===== config.mk =====
export PLATFORM = sky130hd
export DESIGN_NAME = ultrasonic_echo_ranger
export DESIGN_NICKNAME = d
export VERILOG_FILES = /design/src/sv/uer_pkg.sv /design/src/sv/ultrasonic_echo_ranger.sv
export VERILOG_INCLUDE_DIRS = /design/src /design/src/sv
export SDC_FILE = /design/constraint.sdc
export NUM_CORES = 1
export LEC_CHECK = 0
export BUFFER_PORTS_ARGS = -buffer_cell sky130_fd_sc_hd__buf_2
export CORE_ASPECT_RATIO = 1.5
export CORE_UTILIZATION = 50
export CTS_BUF_LIST = sky130_fd_sc_hd__clkbuf_2
export CTS_CLUSTER_SIZE = 24
export DETAILED_ROUTE_END_ITERATION = 6
export GPL_TIMING_DRIVEN = 0
export PLACE_DENSITY_LB_ADDON = 0.25
export SYNTH_ARGS = -nofsm -noshare
export SYNTH_HDL_FRONTEND = slang
export SYNTH_SLANG_ARGS = --single-unit

===== constraint.sdc =====
create_clock -name clk -period 5.12 [get_ports clk]
set_clock_uncertainty 0.2 [all_clocks]
set_input_delay 1.024 -clock clk [delete_from_list [all_inputs] [get_ports clk]]
set_output_delay 1.024 -clock clk [all_outputs]
set_load 0.02 [all_outputs]

===== src/sv/ultrasonic_echo_ranger_defines.svh =====
// Assertion macros shared by the RTL.
`ifndef ULTRASONIC_ECHO_RANGER_DEFINES_SVH
`define ULTRASONIC_ECHO_RANGER_DEFINES_SVH

// Same-cycle implication, checked on every rising edge outside reset.
`define UER_ASSERT_NOW(label, clk, rst_n, ante, cons, msg) \
    label: assert property (@(posedge clk) disable iff (!rst_n) (ante) |-> (cons)) \
        else $error(msg);

// Next-cycle implication, checked on every rising edge outside reset.
`define UER_ASSERT_NEXT(label, clk, rst_n, ante, cons, msg) \
    label: assert property (@(posedge clk) disable iff (!rst_n) (ante) |=> (cons)) \
        else $error(msg);

`endif


===== src/sv/uer_pkg.sv =====
`default_nettype none

package uer_pkg;

    // Design constants.
    localparam int ECHO_WIDTH_BITS = 20;
    localparam int MAX_SAMPLES     = 8;

    // Field and register widths.
    localparam int TRIG_W    = 10;
    localparam int TPC_W     = 8;
    localparam int SCNT_W    = 4;
    localparam int SETTLE_W  = 16;
    localparam int CFG_W     = 16;
    localparam int CFG_IDX_W = 2;
    localparam int SUM_W     = 24;
    localparam int DIST_W    = 16;
    localparam int PCNT_W    = 16;

    // Derived widths.
    localparam int SAMPLE_W = $clog2(MAX_SAMPLES + 1);
    localparam int EFF_W    = (SAMPLE_W > SCNT_W) ? SAMPLE_W : SCNT_W;
    localparam int NUM_W    = SUM_W + 4;
    localparam int DEN_W    = TPC_W + EFF_W;
    localparam int DCNT_W   = $clog2(NUM_W + 1);

    // Configuration register indexes.
    localparam logic [CFG_IDX_W-1:0] REG_TRIGGER_TICKS = 2'd0;
    localparam logic [CFG_IDX_W-1:0] REG_TICKS_PER_CM  = 2'd1;
    localparam logic [CFG_IDX_W-1:0] REG_SAMPLE_COUNT  = 2'd2;
    localparam logic [CFG_IDX_W-1:0] REG_SETTLE_TICKS  = 2'd3;

    // Reset values of the configuration registers.
    localparam logic [TRIG_W-1:0]   TRIGGER_TICKS_RST = 10'd100;
    localparam logic [TPC_W-1:0]    TICKS_PER_CM_RST  = 8'd58;
    localparam logic [SCNT_W-1:0]   SAMPLE_COUNT_RST  = 4'd5;
    localparam logic [SETTLE_W-1:0] SETTLE_TICKS_RST  = 16'd10000;

    // Number of samples actually averaged: zero counts as one, and the
    // count is clamped to the sample capacity.
    function automatic logic [EFF_W-1:0] eff_samples(input logic [SCNT_W-1:0] cnt);
        logic [EFF_W-1:0] wide;
        wide = EFF_W'(cnt);
        if (wide == '0)
        begin
            return EFF_W'(1);
        end
        else if (wide > EFF_W'(MAX_SAMPLES))
        begin
            return EFF_W'(MAX_SAMPLES);
        end
        return wide;
    endfunction

endpackage

`default_nettype wire


===== src/sv/ultrasonic_echo_ranger.sv =====
// Channel  | Direction | Handshake          | Payload
// ---------+-----------+--------------------+-------------------------------------------
// input    | in        | in_valid/in_stall  | start_req, echo_level
// output   | out       | out_valid/out_stall| trigger_level, busy_res, result_valid,
//          |           |                    | distance_sixteenths
// config   | in        | cfg_we             | cfg_index, cfg_data
//
// Every input transaction is one microsecond tick and yields exactly one output
// transaction. The average for the tick that finishes a measurement set is
// produced by a restoring divider that retires one quotient bit per cycle
// over the 28-bit numerator, and in_stall stays high meanwhile. Reset (rst_n
// low) returns the controller to idle and the configuration registers to their
// defaults. A stalled result holds in the output register, and in_stall follows
// out_stall while it is occupied.

`default_nettype none

`include "ultrasonic_echo_ranger_defines.svh"

module ultrasonic_echo_ranger
(
    input  wire logic                           clk,
    input  wire logic                           rst_n,

    input  wire logic                           in_valid,
    output logic                                in_stall,
    input  wire logic                           start_req,
    input  wire logic                           echo_level,

    output logic                                out_valid,
    input  wire logic                           out_stall,
    output logic                                trigger_level,
    output logic                                busy_res,
    output logic                                result_valid,
    output logic [uer_pkg::DIST_W-1:0]          distance_sixteenths,

    input  wire logic                           cfg_we,
    input  wire logic [uer_pkg::CFG_IDX_W-1:0]  cfg_index,
    input  wire logic [uer_pkg::CFG_W-1:0]      cfg_data
);

    // Measurement phases.
    localparam logic [2:0] PH_IDLE   = 3'd0;
    localparam logic [2:0] PH_TRIG   = 3'd1;
    localparam logic [2:0] PH_WAIT   = 3'd2;
    localparam logic [2:0] PH_MEAS   = 3'd3;
    localparam logic [2:0] PH_SETTLE = 3'd4;

    localparam logic [uer_pkg::ECHO_WIDTH_BITS-1:0] WIDTH_MAX = '1;
    localparam logic [uer_pkg::SUM_W-1:0]           SUM_MAX   = '1;
    localparam logic [uer_pkg::DIST_W-1:0]          DIST_MAX  = '1;

    // Configuration registers.
    logic [uer_pkg::TRIG_W-1:0]   trig_ticks_reg;
    logic [uer_pkg::TPC_W-1:0]    tpc_reg;
    logic [uer_pkg::SCNT_W-1:0]   scnt_reg;
    logic [uer_pkg::SETTLE_W-1:0] settle_ticks_reg;

    // Measurement state.
    logic [2:0]                           phase_reg, phase_next;
    logic [uer_pkg::PCNT_W-1:0]           pcnt_reg, pcnt_next;
    logic [uer_pkg::SAMPLE_W-1:0]         sidx_reg, sidx_next;
    logic [uer_pkg::ECHO_WIDTH_BITS-1:0]  width_reg, width_next;
    logic [uer_pkg::SUM_W-1:0]            sum_reg, sum_next;

    // Divider state.
    logic                        div_busy_reg;
    logic [uer_pkg::DCNT_W-1:0]  div_cnt_reg;
    logic [uer_pkg::NUM_W-1:0]   div_quo_reg;
    logic [uer_pkg::DEN_W-1:0]   div_rem_reg;
    logic [uer_pkg::DEN_W-1:0]   div_den_reg;

    // Output register.
    logic                        out_valid_reg;
    logic                        trig_out_reg;
    logic                        busy_out_reg;
    logic                        rv_out_reg;
    logic [uer_pkg::DIST_W-1:0]  dist_out_reg;

    logic                        in_fire;
    logic                        out_fire;
    logic                        set_done;
    logic [uer_pkg::EFF_W-1:0]   eff_n;
    logic [uer_pkg::PCNT_W:0]    pcnt_inc;
    logic [uer_pkg::SUM_W:0]     sum_add;

    logic [uer_pkg::DEN_W:0]     div_shift;
    logic                        div_qbit;
    logic [uer_pkg::DEN_W-1:0]   div_rem_new;
    logic [uer_pkg::NUM_W-1:0]   div_quo_new;
    logic [uer_pkg::DIST_W-1:0]  div_result;

    assign in_stall = div_busy_reg || (out_valid_reg && out_stall);
    assign in_fire  = in_valid && !in_stall;
    assign out_fire = out_valid_reg && !out_stall;

    assign out_valid           = out_valid_reg;
    assign trigger_level       = trig_out_reg;
    assign busy_res            = busy_out_reg;
    assign result_valid        = rv_out_reg;
    assign distance_sixteenths = dist_out_reg;

    assign eff_n    = uer_pkg::eff_samples(scnt_reg);
    assign pcnt_inc = {1'b0, pcnt_reg} + (uer_pkg::PCNT_W + 1)'(1);
    assign sum_add  = {1'b0, sum_reg} + (uer_pkg::SUM_W + 1)'(width_reg);

    // One tick of the measurement sequencer. Configuration is read live, so a
    // change between ticks takes effect at once.
    always_comb
    begin
        phase_next = phase_reg;
        pcnt_next  = pcnt_reg;
        sidx_next  = sidx_reg;
        width_next = width_reg;
        sum_next   = sum_reg;
        set_done   = 1'b0;
        case (phase_reg)
            PH_TRIG:
            begin
                pcnt_next = pcnt_inc[uer_pkg::PCNT_W-1:0];
                if (pcnt_inc >= (uer_pkg::PCNT_W + 1)'(trig_ticks_reg))
                begin
                    phase_next = PH_WAIT;
                end
            end
            PH_WAIT:
            begin
                width_next = '0;
                if (echo_level)
                begin
                    width_next = uer_pkg::ECHO_WIDTH_BITS'(1);
                    phase_next = PH_MEAS;
                end
            end
            PH_MEAS:
            begin
                if (echo_level)
                begin
                    if (width_reg != WIDTH_MAX)
                    begin
                        width_next = width_reg + uer_pkg::ECHO_WIDTH_BITS'(1);
                    end
                end
                else
                begin
                    sum_next   = sum_add[uer_pkg::SUM_W] ? SUM_MAX
                                                         : sum_add[uer_pkg::SUM_W-1:0];
                    sidx_next  = sidx_reg + uer_pkg::SAMPLE_W'(1);
                    phase_next = PH_SETTLE;
                    pcnt_next  = '0;
                end
            end
            PH_SETTLE:
            begin
                if (pcnt_reg >= uer_pkg::PCNT_W'(settle_ticks_reg))
                begin
                    if (uer_pkg::EFF_W'(sidx_reg) >= eff_n)
                    begin
                        set_done   = 1'b1;
                        phase_next = PH_IDLE;
                    end
                    else
                    begin
                        phase_next = PH_TRIG;
                    end
                    pcnt_next = '0;
                end
                else
                begin
                    pcnt_next = pcnt_inc[uer_pkg::PCNT_W-1:0];
                end
            end
            default:
            begin
                // Idle, and any unused code behaves as idle.
                phase_next = PH_IDLE;
                if (start_req)
                begin
                    phase_next = PH_TRIG;
                    pcnt_next  = '0;
                    sidx_next  = '0;
                    sum_next   = '0;
                    width_next = '0;
                end
            end
        endcase
    end

    // One restoring-division step: shift in the next numerator bit and
    // subtract the divisor when it fits. A zero divisor yields all ones,
    // which saturates to the full-scale distance.
    always_comb
    begin
        div_shift   = {div_rem_reg, div_quo_reg[uer_pkg::NUM_W-1]};
        div_qbit    = (div_shift >= {1'b0, div_den_reg});
        div_rem_new = div_qbit ? uer_pkg::DEN_W'(div_shift - {1'b0, div_den_reg})
                               : div_shift[uer_pkg::DEN_W-1:0];
        div_quo_new = {div_quo_reg[uer_pkg::NUM_W-2:0], div_qbit};
        if (div_quo_new[uer_pkg::NUM_W-1:uer_pkg::DIST_W] != '0)
        begin
            div_result = DIST_MAX;
        end
        else
        begin
            div_result = div_quo_new[uer_pkg::DIST_W-1:0];
        end
    end

    // Configuration registers.
    always_ff @(posedge clk or negedge rst_n)
    begin
        if (!rst_n)
        begin
            trig_ticks_reg   <= uer_pkg::TRIGGER_TICKS_RST;
            tpc_reg          <= uer_pkg::TICKS_PER_CM_RST;
            scnt_reg         <= uer_pkg::SAMPLE_COUNT_RST;
            settle_ticks_reg <= uer_pkg::SETTLE_TICKS_RST;
        end
        else if (cfg_we)
        begin
            case (cfg_index)
                uer_pkg::REG_TRIGGER_TICKS: trig_ticks_reg   <= cfg_data[uer_pkg::TRIG_W-1:0];
                uer_pkg::REG_TICKS_PER_CM:  tpc_reg          <= cfg_data[uer_pkg::TPC_W-1:0];
                uer_pkg::REG_SAMPLE_COUNT:  scnt_reg         <= cfg_data[uer_pkg::SCNT_W-1:0];
                uer_pkg::REG_SETTLE_TICKS:  settle_ticks_reg <= cfg_data[uer_pkg::SETTLE_W-1:0];
                default:
                begin
                end
            endcase
        end
    end

    // Measurement state advances once per accepted transaction.
    always_ff @(posedge clk or negedge rst_n)
    begin
        if (!rst_n)
        begin
            phase_reg <= PH_IDLE;
            pcnt_reg  <= '0;
            sidx_reg  <= '0;
            width_reg <= '0;
            sum_reg   <= '0;
        end
        else if (in_fire)
        begin
            phase_reg <= phase_next;
            pcnt_reg  <= pcnt_next;
            sidx_reg  <= sidx_next;
            width_reg <= width_next;
            sum_reg   <= sum_next;
        end
    end

    // Divider control.
    always_ff @(posedge clk or negedge rst_n)
    begin
        if (!rst_n)
        begin
            div_busy_reg <= 1'b0;
            div_cnt_reg  <= '0;
        end
        else if (in_fire && set_done)
        begin
            div_busy_reg <= 1'b1;
            div_cnt_reg  <= uer_pkg::DCNT_W'(uer_pkg::NUM_W);
        end
        else if (div_busy_reg)
        begin
            div_cnt_reg <= div_cnt_reg - uer_pkg::DCNT_W'(1);
            if (div_cnt_reg == uer_pkg::DCNT_W'(1))
            begin
                div_busy_reg <= 1'b0;
            end
        end
    end

    // Divider datapath. The sum does not change on the finishing tick, so the
    // numerator is the stored sum times sixteen.
    always_ff @(posedge clk)
    begin
        if (in_fire && set_done)
        begin
            div_quo_reg <= {sum_reg, 4'b0000};
            div_rem_reg <= '0;
            div_den_reg <= uer_pkg::DEN_W'(tpc_reg) * uer_pkg::DEN_W'(eff_n);
        end
        else if (div_busy_reg)
        begin
            div_quo_reg <= div_quo_new;
            div_rem_reg <= div_rem_new;
        end
    end

    // Output register: an ordinary tick loads it directly; the finishing tick
    // loads it when the last quotient bit is out.
    always_ff @(posedge clk or negedge rst_n)
    begin
        if (!rst_n)
        begin
            out_valid_reg <= 1'b0;
        end
        else if ((in_fire && !set_done) ||
                 (div_busy_reg && div_cnt_reg == uer_pkg::DCNT_W'(1)))
        begin
            out_valid_reg <= 1'b1;
        end
        else if (out_fire)
        begin
            out_valid_reg <= 1'b0;
        end
    end

    always_ff @(posedge clk)
    begin
        if (in_fire && !set_done)
        begin
            trig_out_reg <= (phase_next == PH_TRIG);
            busy_out_reg <= (phase_next != PH_IDLE);
            rv_out_reg   <= 1'b0;
            dist_out_reg <= '0;
        end
        else if (div_busy_reg && div_cnt_reg == uer_pkg::DCNT_W'(1))
        begin
            trig_out_reg <= 1'b0;
            busy_out_reg <= 1'b0;
            rv_out_reg   <= 1'b1;
            dist_out_reg <= div_result;
        end
    end

    // No new tick is taken while the divider is still working.
    `UER_ASSERT_NOW(a_div_blocks_input, clk, rst_n, div_busy_reg, in_stall,
        "input accepted during division")

    // The last division step always delivers a finished average.
    `UER_ASSERT_NEXT(a_div_delivers, clk, rst_n,
        div_busy_reg && div_cnt_reg == uer_pkg::DCNT_W'(1),
        out_valid_reg && rv_out_reg && !busy_out_reg,
        "division end did not load a result")

    // A result is only shown with the sequencer back in idle.
    `UER_ASSERT_NOW(a_result_idle, clk, rst_n, out_valid_reg && rv_out_reg,
        !trig_out_reg && !busy_out_reg && phase_reg == PH_IDLE,
        "result shown while measurement still active")

    // Distance stays zero on ticks without a result.
    `UER_ASSERT_NOW(a_dist_zero, clk, rst_n, out_valid_reg && !rv_out_reg,
        dist_out_reg == '0,
        "nonzero distance without a result")

endmodule

`default_nettype wire

==> results_dict.tcl <==
set metrics [dict create \
    vias 8808 \
    port_buffers 45 \
    grt_antenna_before_repair 1 \
    placeableCoreArea_sq_um 21800 \
    first_global_vias 8636 \
    vdd_drop_max_uv 156.4 \
    hold_viol_final 0 \
    critPathArrivalTime_ns 4.61 \
    worstPathCellList "clkbuf_1 -> nor2_1 -> ha_1 -> nand2b_1 -> a21oi_1 -> o21ai_0 -> and3_1 -> o311ai_4 -> inv_2 -> nor2_1 -> inv_1" \
    final_cells 1521 \
    clock-root-buffer "clkbuf_2" \
    dp_hpwl_mm 18.97 \
    ios 46 \
    cts_setup_buffers 0 \
    leakage_uw 0.005439 \
    htreeDepth 4 \
    syn_area_sq_um 11190 \
    design_area_sq_um 12070 \
    avgSynthCellArea_sq_um 9.583 \
    start_kind "flip-flop" \
    numCtsBuffers 17 \
    slew_headroom_pct 17.75 \
    critPathMaxFanout 24 \
    fmax_mhz 229.8 \
    drv_slew 0 \
    overflow 0 \
    clkLatencyLatePin_ns 0.85 \
    grt_max_degree 72 \
    first_pass_iters 5 \
    async_reset_ff_share_pct 61.20 \
    die-area_sq_um 23000 \
    grt_first_pass_wirelength_mm 41.19 \
    nets 1355 \
    hold_class "input port to flip-flop" \
    vias_per_cell 5.791 \
    remaining_drc_errors 0 \
    cts_max_path_buffers 2 \
    ant_nets 0 \
    finalWirelength_mm 24.81 \
    worst-setup-path-type "flip-flop to flip-flop" \
    status "completed" \
    synth_seq_area_share_pct 41.29 \
    initial_utilization_pct 51.34 \
    cts_tree "yes" \
    ys.flop_type "dfrtp_1" \
    dp_cells 1486 \
    fp.dieW_microns 124.2 \
    drv_cap 0 \
    ys_warn_count 0 \
    synth.largest_area_cell "dfrtp_1" \
    synth_edf_count 38 \
    tightestPinTransition_ns 1.231 \
    crit_family "simple AND/OR/NAND/NOR gates" \
    setup_viol 0 \
    cp_slowest_cell "inv_1" \
    end_kind "flip-flop" \
    crit_required_ns 5.37 \
    clkTransAtPathRegs_ns 0.30 \
    max_stage_delay_ns 0.60 \
    drt_iter0_markers 521 \
    ff2ff_setup_slack_ns 0.77 \
    rsz0062_at_grt "false" \
    postCtsResizedCells 0 \
    synth.distinct_cells 80 \
    fin_crit_sh_pct 85.01 \
    grtUsageTotal_pct 23.04 \
    routabilityCongestion 0.8998 \
    crit_top_cell "nor2_1" \
    fin_crit_ns 4.352 \
    dieHeight_microns 185.3 \
    syn_inst 1168 \
    ys_ff_latch 183 \
    syn_to_final_growth_pct 7.791 \
    drive_above_1_share_pct 12.19 \
    clock_sinks 183 \
    routedWlPerCell_microns 16.31 \
    num_rows 66 \
    synth_top_area_share_pct 21.91 \
    syn-num-nets 1289 \
    p_per_area_nw_per_um2 315.7 \
    dpl-instance-area_sq_um 11790 \
    largest_register_ffs 28 \
    critical_path_buf_inv_count 3 \
    synthTopCellsByArea "dfrtp_1, edfxtp_1, ha_1, dfxtp_1, nand2_1" \
    final.setup.tns_ns 0 \
    p_total_uw 3809 \
]
## stage by stage
stage          util (%)  setup WS [ns]  hold WS (ns)
2_1_floorplan         -          1.206        0.2457
3_3_place_gp      53.94         0.8103        0.2493
3_5_place_dp      54.09         0.7770        0.2756
4_1_cts           55.32         0.7306       0.09059
5_1_grt           55.34         0.3953       0.08037
6_report          55.34         0.7676        0.1721
## cells in the final DEF (no fill, tap or decap), drive strengths merged, types with 10 or more instances in the layout
master,netlist,routed
a22o,25,25
nor3,22,22
nand2b,19,19
xnor2,35,35
nand4,17,17
edfxtp,38,38
a21oi,40,40
nand3,35,35
dfstp,14,14
ha,82,82
dfrtp,98,98
a21o,10,10
o22ai,16,16
and2,25,25
a31oi,17,17
dfxtp,33,33
mux2i,16,16
inv,78,84
nor4,13,13
clkbuf,33,51
nand2,120,120
fa,14,14
buf,11,57
a211oi,15,15
nor2,91,91
o21ai,75,75
mux2,30,30
xor2,16,16
## worst register-to-register path, delay by kind of cell, from the launching register on
kind                       cells  cell delay, ns
and+or+nand+nor                4            1.42
buffers and inverters          3            1.03
AOI/OAI and AO/OA              3            0.51
DFF                            1            0.48
adders and majority gates      1            0.33
## layer usage
metal | share of wire, % | routed length, microns | vias up | global-route usage, %
met5 | 0 | 0 | - | 0
met4 | 2.2 | 552 | 0 | 8.429
met3 | 3.2 | 792 | 40 | 3.787
met2 | 54 | 13340 | 169 | 42.30
met1 | 41 | 10120 | 4252 | 26.22
li1 | - | - | 4347 | -
## power breakdown
part / leakage [uW] / total, uW / switching, uW / internal [uW]
clock network: 0.000151 / 794 / 550 / 244
registers: 0.00206 / 1790 / 129 / 1660
logic: 0.00323 / 1230 / 731 / 499
## cell usage after synthesis, types with 4 or more instances
library cell / n
o22ai_1: 16
ha_1: 82
fa_1: 14
a21oi_1: 39
nand4_1: 17
nand3b_1: 8
or3_1: 8
clkbuf_1: 31
dfxtp_1: 33
or2_2: 5
mux2_2: 30
o211ai_1: 5
dfrtp_1: 98
o21ai_1: 9
xnor2_1: 35
buf_2: 9
mux2i_1: 16
nand2b_1: 19
nor2b_1: 8
a32o_1: 6
nor4_1: 12
a31oi_1: 17
inv_1: 77
and3_1: 9
o21bai_1: 5
dfstp_2: 14
nand2_1: 120
o31ai_1: 7
o2111ai_1: 5
o21ai_0: 66
o21a_1: 8
a21o_1: 10
nor2_1: 91
xor2_1: 16
a22o_1: 25
edfxtp_1: 38
nor3_1: 20
and2_1: 25
a211oi_1: 15
nand3_1: 35
a211o_1: 4
## cell families after synthesis
logic type | share of synthesized area, %
adders and majority gates | 11.67
and+or+nand+nor | 17.43
buffers and inverters | 4.382
muxes | 4.449
AOI/OAI and AO/OA | 16.79
DFF | 41.29
xor gates and xnor gates | 3.991
## timing repair
action / 4_1_cts / 5_1_grt
hold buffers: 1 / 0
endpoints found under the setup margin: 0 / 0
endpoints found under the hold margin: 41 / 0
## final cells by class
class                   count  area (sq um)
repair buffers             47         269.0
flip-flops and latches    183          4622
multi-input cells         862          6081
clock inverters            14         167.7
inverters                  79         296.5
clock buffers              18         90.09
well taps                 272         340.3
plain buffers              44         193.9
diodes                      2         5.005
fillers                  1992          9736
## worst paths after layout
path                                             to  cells after the start       startpoint
worst min-delay path                      out_valid                      2        out_stall
worst max-delay path                 div_quo_reg[9]                     11      scnt_reg[3]
worst min register to register      div_rem_reg[11]                      2  div_rem_reg[11]
worst max register to register       div_quo_reg[9]                     11      scnt_reg[3]
max in group asynchronous       settle_ticks_reg[4]                      3            rst_n
min in group asynchronous            div_cnt_reg[4]                      2            rst_n
No activity file was read; power rests on OpenSTA's default activity.
